File: config.mk
export PLATFORM = sky130hd
export DESIGN_NAME = c2d_cell
export DESIGN_NICKNAME = d
export VERILOG_FILES = /design/src/hdl/c2d_pkg.sv /design/src/hdl/c2d_cell.sv
export SDC_FILE = /design/constraint.sdc
export NUM_CORES = 1
export LEC_CHECK = 0
export BUFFER_PORTS_ARGS = -buffer_cell sky130_fd_sc_hd__clkbuf_2
export CAP_MARGIN = 20
export CORE_MARGIN = 4
export CORE_UTILIZATION = 45
export DETAILED_ROUTE_END_ITERATION = 8
export SKIP_LAST_GASP = 1
export SLEW_MARGIN = 20
export SYNTH_ARGS = -nofsm -noshare
export SYNTH_HDL_FRONTEND = slang
export SYNTH_SLANG_ARGS = --single-unit
File: constraint.sdc
create_clock -name clock -period 13.26 [get_ports clock]
set_input_delay 2.652 -clock clock [delete_from_list [all_inputs] [get_ports clock]]
set_output_delay 2.652 -clock clock [all_outputs]
set_load 0.01 [all_outputs]
File: src/hdl/c2d_pkg.sv
`default_nettype none

package c2d_pkg;

   localparam int MAX_WIDTH      = 1024;
   localparam int KERNEL_SIZE    = 3;
   localparam int COEF_FRAC_BITS = 8;
   localparam int MAX_HEIGHT     = 4096;
   localparam int PIX_MAX        = 255;

   localparam int COL_W     = $clog2(MAX_WIDTH);
   localparam int WCNT_W    = COL_W + 1;
   localparam int PIX_W     = 8;
   localparam int CFG_W_W   = 11;
   localparam int CFG_H_W   = 13;
   localparam int COEF_W    = 48;
   localparam int TAP_W     = 16;
   localparam int IN_ROW_W  = 13;
   localparam int OUT_ROW_W = 12;
   localparam int CSR_IDX_W = 3;
   localparam int LINE_W    = 2 * PIX_W;
   localparam int PROD_W    = TAP_W + PIX_W + 1;
   localparam int CSUM_W    = PROD_W + 2;
   localparam int SUM_W     = CSUM_W + 2;

   localparam logic [CSR_IDX_W-1:0] CSR_WIDTH    = 3'd0;
   localparam logic [CSR_IDX_W-1:0] CSR_HEIGHT   = 3'd1;
   localparam logic [CSR_IDX_W-1:0] CSR_COEF_TOP = 3'd2;
   localparam logic [CSR_IDX_W-1:0] CSR_COEF_MID = 3'd3;
   localparam logic [CSR_IDX_W-1:0] CSR_COEF_BOT = 3'd4;

   localparam logic OP_PIXEL = 1'b0;
   localparam logic OP_FLUSH = 1'b1;

   localparam logic [CFG_W_W-1:0] WIDTH_RESET    = 11'd1024;
   localparam logic [CFG_H_W-1:0] HEIGHT_RESET   = 13'd768;
   localparam logic [COEF_W-1:0]  COEF_TOP_RESET = 48'h0000_0000_0000;
   localparam logic [COEF_W-1:0]  COEF_MID_RESET = 48'h0000_0100_0000;
   localparam logic [COEF_W-1:0]  COEF_BOT_RESET = 48'h0000_0000_0000;

   typedef struct packed {
      logic [PIX_W-1:0] top;
      logic [PIX_W-1:0] mid;
      logic [PIX_W-1:0] bot;
   } column_type;

   typedef struct packed {
      logic                   shift;
      logic                   advance;
      logic [KERNEL_SIZE-1:0] row_en;
      logic                   col_en;
   } cell_ctrl_type;

endpackage

`default_nettype wire

File: src/hdl/c2d_cell.sv
`default_nettype none

module c2d_cell import c2d_pkg::*; (
   input  logic                                clock,
   input  logic                                reset,
   input  cell_ctrl_type                       ctrl,
   input  column_type                          col_in,
   input  logic [KERNEL_SIZE-1:0][TAP_W-1:0]   taps,
   output column_type                          col_out,
   output logic signed [CSUM_W-1:0]            col_sum
);

   column_type              pix_ff;
   column_type              pix_in;
   logic [PIX_W-1:0]        pix_row [KERNEL_SIZE];
   logic signed [PROD_W-1:0] prod_ff [KERNEL_SIZE];
   logic signed [PROD_W-1:0] prod_in [KERNEL_SIZE];
   logic signed [CSUM_W-1:0] sum_ff;
   logic signed [CSUM_W-1:0] sum_in;

   always_comb begin
      pix_in = ctrl.shift ? col_in : pix_ff;
      pix_row[0] = pix_ff.top;
      pix_row[1] = pix_ff.mid;
      pix_row[2] = pix_ff.bot;
      for (int r = 0; r < KERNEL_SIZE; r++) begin
         if (ctrl.row_en[r] && ctrl.col_en) begin
            prod_in[r] = PROD_W'($signed(taps[r])) * PROD_W'($signed({1'b0, pix_row[r]}));
         end else begin
            prod_in[r] = '0;
         end
      end
      sum_in = '0;
      for (int r = 0; r < KERNEL_SIZE; r++) begin
         sum_in = sum_in + CSUM_W'(prod_ff[r]);
      end
   end

   always_ff @(posedge clock) begin
      if (reset) begin
         pix_ff <= '0;
      end else begin
         pix_ff <= pix_in;
      end
   end

   always_ff @(posedge clock) begin
      if (ctrl.advance) begin
         prod_ff <= prod_in;
         sum_ff  <= sum_in;
      end
   end

   assign col_out = pix_ff;
   assign col_sum = sum_ff;

endmodule

`default_nettype wire

==> summary.txt, run 1 <==
Status
  – Status: complete, no violations

Floorplan
  – Die Area: between 40000 and 50000 um^2
  – Row count: just under 80
  – Core footprint: between 40000 and 50000 um^2
  – Die height: 219.3 um
  – DIE WIDTH: about 220 um
  – Initial Utilization: a little under half
  – Ports: ~130

STA
  – Setup ws final: around 6.4 ns
  – Tcrit/Tclk final: roughly half
  – Final hold slack: 0.6703 ns
  – Slew Limit Fails: 0
  – Max Fclk: ~150 MHz
  – Rel. slew slack: 34.79%
  – Unrepaired setup endpoints after global routing: no
  – # setup viols final: 0
  – Final setup TNS: 0 ns
  – Worst-Margin Slew: slightly below 1 ns
  – Final hold vios: 0
  – Final Critical Period: between 6 and 7 ns
  – Final Skew: between 0.01 and 0.015 ns

Routing
  – 1st-iter DRT viols: around 630
  – Via Count: roughly 14000
  – DRC: 0
  – Pre-antenna DRT Iters: 5
  – Via density: 5.084
  – WL/cell: between 15 and 20 um
  – Routed Wire Length: between 40 and 50 mm
  – Number of routed nets with antenna violations: 0

Global route
  – Initial antenna violation count: 1
  – Grt total ovfl: 0
  – Largest net degree at the start of global routing: 62
  – First-pass GRT wire length: about 74 mm
  – GRT Util Overall: about a fifth
  – Vias in the first global route: between 15000 and 20000

Logic synthesis
  – Seq/Total Area, Yosys: about 18%
  – Synthesized instance count: 2129
  – Post-Syn Area per Cell: approximately 9.4 um^2
  – Async SR Flop Fraction: 0%
  – Synth top area share: 33.09%
  – Cell Area, Synth: approximately 20000 um^2
  – Unique masters post-synth: 70
  – Post-synth EDFFs: ~100
  – Syn Nets: around 2700
  – #FFs+latches synth: 126
  – Synth area leader: fa_1
  – Number of synthesis warnings: 0
  – Top cells by area, synth: fa_1 33%, edfxtp_1 15%, ha_1 11%, inv_1 8.7%, and2_1 6.7%
  – Top_reg_cell synth: edfxtp_1

Placed design
  – Post-Place Worst Slack: about 5.9 ns
  – PortBufs: 130
  – RD Place Congestion: around 0.87
  – Post-DP HPWL: 36.36 mm

Worst setup path
  – WP data required: 13.43 ns
  – Crit path max fanout: 8
  – Critical Path AT: approximately 7.0 ns
  – CP startpoint kind: primary input
  – Setup CP Type: in2reg
  – Critical Path Sink Type: flop

Cells and area
  – Most common cell after layout, fill and taps aside: inv_1
  – Share of cells above drive strength 1: 8.106%
  – Nets: 2807
  – Commonest non-fill, non-tap cells in the layout: 466 x inv_1, 332 x fa_1, 216 x nand2_1
  – Layout Area Growth over Synthesis: 8.932%
  – Final Core Density: a little under 50%

Clock network
  – Clock tree buffer depth: 2
  – CTS Hold Bufs: 0
  – Post_cts resized: 0
  – Clock Sinks: ~130
  – TritonCTS clock tree: yes
  – Later-pin clock latency in the skew report: between 0.4 and 0.5 ns
  – Post-CTS setup buffers: 0
  – CTS H-tree lvls: 4
  – CTS buffer count: 17
  – Worst-path clk slew: about 0.050 ns
  – Clock Tree Root: clkbuf_16

Run
  – Maxcap violations: 0

Power and ir drop
  – Pwr Density: approximately 110 nW/um^2
  – Max VDD drop: slightly below 0.09 mV
  – Lkg Pwr: around 11 nW

Worst hold path
  – Hold Path Class: reg2reg
[worst paths after layout]
path	startpoint	endpoint	slack, ns	depth (start not counted)
hold / removal	col_out[9]	col_out[9]	0.67	2
hold reg to reg	col_out[9]	col_out[9]	0.67	2
setup / recovery	taps[27]	prod_ff[47]	6.42	17
setup reg to reg	col_out[16]	prod_ff[72]	7.89	16
[registers in the layout, summed over array words and instances (netlist names)]
signal   count
prod_ff     75
col_sum     27
col_out     24
[metrics by stage]
| stage | instance area (um^2) | instances | total power, mW |
|---|---|---|---|
| 6_report | 21880 | 2826 | 2.338 |
| 5_1_grt | 21880 | 2825 | 2.559 |
| 4_1_cts | 21880 | 2825 | 2.367 |
| 3_5_place_dp | 21280 | 2793 | 1.867 |
| 3_3_place_gp | 21280 | 2793 | 1.848 |
| 2_1_floorplan | 20090 | 2129 | 1.518 |
[kinds of logic (layout without fill, tap and decap cells)]
logic type | count (synthesis) | count (layout) | synth area share, %
adders and majority gates | 507 | 507 | 43.99
buffers and inverters | 527 | 631 | 9.847
DFF | 126 | 126 | 17.64
xor gates and xnor gates | 77 | 77 | 3.357
AOI/OAI and AO/OA | 235 | 235 | 8.247
and+or+nand+nor | 631 | 631 | 15.63
other | 0 | 1 | 0
muxes | 26 | 26 | 1.296
[per-layer routing]
layer,wire length (um),GRT usage [%],share of wire [%],vias up
met5,0,0,0,-
met4,514,4.213,1.2,0
met3,1585,2.465,3.6,39
met2,21360,32.46,49,273
met1,20220,26.34,46,7212
li1,-,-,-,6842
[report_power, final]
part,switching (mW),internal [mW]
combinational,0.742,0.518
sequential,0.0606,0.530
clock,0.176,0.311
[layout make-up]
class                           instances  area [um^2]
Antenna cell                            1        2.502
Clock inverter                         13        171.4
Timing Repair Buffer                  133        675.6
Sequential cell                       126         3543
Tap cell                              592        740.7
Inverter                              466         1749
Multi-Input combinational cell       1476        14570
Fill cell                            4150        22340
Clock buffer                           19        432.9
[synth_stat cells, types with 5 or more instances]
cell	n
a221oi_1	5
ha_1	175
fa_1	332
xor2_1	32
mux2i_1	26
o21bai_1	9
xnor2_1	45
nor3_1	21
nand3_1	17
nand4_1	11
nand2_1	216
o21a_1	8
inv_1	466
and2_1	215
a21oi_1	62
a31oi_1	13
edfxtp_1	102
o21ai_0	26
dfxtp_1	24
a211oi_1	11
o211ai_1	5
nor2b_1	9
clkbuf_1	60
and3_1	24
o21ai_1	7
nor2_1	98
a211o_1	6
nand2b_1	5
a21o_1	37
[worst max-delay path, cell delays in order]
cell and delay (ns):
clkbuf_2 0.17, nand2_1 0.10, fa_1 0.57, inv_1 0.05, fa_1 0.48, fa_1 0.54
inv_1 0.05, fa_1 0.47, inv_1 0.04, ha_1 0.35, a2111oi_0 0.43, o21ai_0 0.21
a31oi_1 0.31, o21ai_1 0.16, a31oi_1 0.21, xor2_1 0.15, nor2_1 0.05
(Power assumes the default switching activity.)
==> run 2: changes to the inputs <==
==> constraint.sdc (replaced) <==
create_clock -name clock -period 6.5 [get_ports clock]
set_input_delay 1.3 -clock clock [delete_from_list [all_inputs] [get_ports clock]]
set_output_delay 1.3 -clock clock [all_outputs]
set_load 0.01 [all_outputs]
==> run 2 against run 1 <==
Critical endpoint unchanged. Largest power group unchanged. Clock power up 100%. Power up 100%. Non-clock buffer count up 1.
==> summary.txt, run 2 (synthesis gave the netlist of run 1 again) <==
Clock network
  – Post_cts resized: 0
  – Later-pin clock latency in the skew report: approximately 0.45 ns
  – CTS buffer count: 17
  – TritonCTS clock tree: yes
  – Clock Tree Root: clkbuf_16
  – Clock Sinks: ~130
  – CTS H-tree lvls: 4
  – CTS Hold Bufs: 0
  – Worst-path clk slew: approximately 0.050 ns
  – Post-CTS setup buffers: 0
  – Clock tree buffer depth: 2

Placed design
  – Placed Cells incl. Taps: 2794
  – Post-Place Worst Slack: 0.5446 ns
  – RD Place Congestion: ~0.87
  – Post-DP HPWL: ~36 mm
  – Dpl cell area: 21280 um^2
  – PortBufs: between 100 and 150

Global route
  – Most Crowded Layer GR: met2
  – Grt met2 use: between 30% and 40%
  – Met3 Usage GRT: 2.742%
  – Vias in the first global route: approximately 15000
  – First-pass GRT wire length: 74.36 mm
  – Largest net degree at the start of global routing: 62
  – Initial antenna violation count: 0
  – Grt total ovfl: 0
  – GRT Util Overall: around a fifth
  – Grt met1 use: roughly a quarter

STA
  – Final hold vios: 0
  – Final Critical Period: approximately 5.5 ns
  – Worst-Margin Slew: 0.9913 ns
  – Final Skew: ~0.012 ns
  – Tcrit/Tclk final: between 80% and 90%
  – Rel. slew slack: about a third
  – # setup viols final: 0
  – Unrepaired setup endpoints after global routing: no
  – Final setup TNS: 0 ns
  – Slew Limit Fails: 0
  – Max Fclk: 181.4 MHz
  – Setup ws final: ~0.99 ns

Power and ir drop
  – Lkg Pwr: between 10 and 15 nW
  – Max VDD drop: approximately 0.18 mV
  – Pwr Density: approximately 220 nW/um^2

Worst setup path
  – CP startpoint kind: primary input
  – Critical Path AT: 5.68 ns
  – Reg2Reg Depth: 16
  – Setup CP Type: in2reg
  – Crit path max fanout: 8
  – Critical Path Sink Type: flop
  – WP data required: about 6.7 ns

Run
  – Maxcap violations: 0

Floorplan
  – DIE WIDTH: approximately 220 um
  – Die Area: roughly 48000 um^2
  – Die height: roughly 220 um
  – Initial Utilization: between 40% and 50%
  – Core footprint: between 40000 and 50000 um^2
  – Row count: between 70 and 80
  – Ports: about 130

Cells and area
  – Fin cells: 2823
  – Most common cell after layout, fill and taps aside: inv_1
  – Nets: 2808
  – Reg with most FFs: prod_ff
  – Max reg flops: between 70 and 80
  – Post-route cell area: approximately 22000 um^2
  – Share of cells above drive strength 1: 8.068%
  – # diodes: 0
  – Layout Area Growth over Synthesis: 8.839%
  – Final Core Density: 49.44%
  – Commonest non-fill, non-tap cells in the layout: 466 x inv_1, 332 x fa_1, 216 x nand2_1

Routing
  – Via density: 5.084
  – DRC: 0
  – Via Count: between 10000 and 15000
  – 1st-iter DRT viols: around 700
  – Number of routed nets with antenna violations: 0
  – Routed Wire Length: approximately 43 mm
  – WL/cell: ~15 um
  – Pre-antenna DRT Iters: 5

Worst hold path
  – Hold Path Class: reg2reg
  – Worst Hold Depth: 2

Status
  – Status: complete, no violations
[run 2: changes by cell type in the layout (fill, tap and decap cells not counted), sizes merged]
cell and delta:
diode -1, buf +1, clkinv +1, clkinvlp -4
[run 2: worst max-delay path, stage by stage]
cell and delay (ns):
clkbuf_2 0.17, nand2_1 0.10, fa_1 0.57, inv_1 0.05, fa_1 0.48, fa_1 0.55
inv_1 0.05, fa_1 0.47, inv_1 0.04, ha_1 0.35, a2111oi_0 0.45, o21ai_0 0.21
a31oi_1 0.29, o21ai_1 0.16, a31oi_1 0.23, xor2_1 0.16, nor2_1 0.05
[run 2: layout make-up]
type / instances / area, um^2
repair buffers: 134 / 683.2
well taps: 592 / 740.7
inverters: 466 / 1749
clock buffers: 19 / 432.9
multi-input cells: 1476 / 14570
flip-flops and latches: 126 / 3543
clock inverters: 10 / 147.6
fillers: 4138 / 22360
[run 2: path summary, 6_finish.rpt]
kind	slack, ns	to	start
max	0.99	prod_ff[47]	taps[27]
min	0.76	col_sum[1]	prod_ff[1]
max reg2reg	1.08	prod_ff[47]	col_out[8]
min reg2reg	0.76	col_sum[1]	prod_ff[1]
[run 2: through the flow]
step / hold WS, ns / total power, mW
finish: 0.7646 / 4.745
global route: 0.8062 / 5.203
CTS: 0.7664 / 4.801
detailed placement: 0.7293 / 3.800
global placement: 0.6932 / 3.771
floorplan: 0.5820 / 3.098
[run 2: power by group]
group          internal (mW)  switching, mW  leakage [nW]  total, mW
sequential              1.08          0.123          1.23       1.21
combinational           1.05           1.51          9.69       2.57
clock                  0.627          0.347         0.287      0.974
[run 2: routing by layer]
layer / up-vias / routed length [um] / part of all wire (%)
met4: 0 / 713 / 1.6
met5: - / 0 / 0
li1: 6837 / - / -
met2: 264 / 20880 / 48
met3: 53 / 1482 / 3.4
met1: 7198 / 20350 / 47
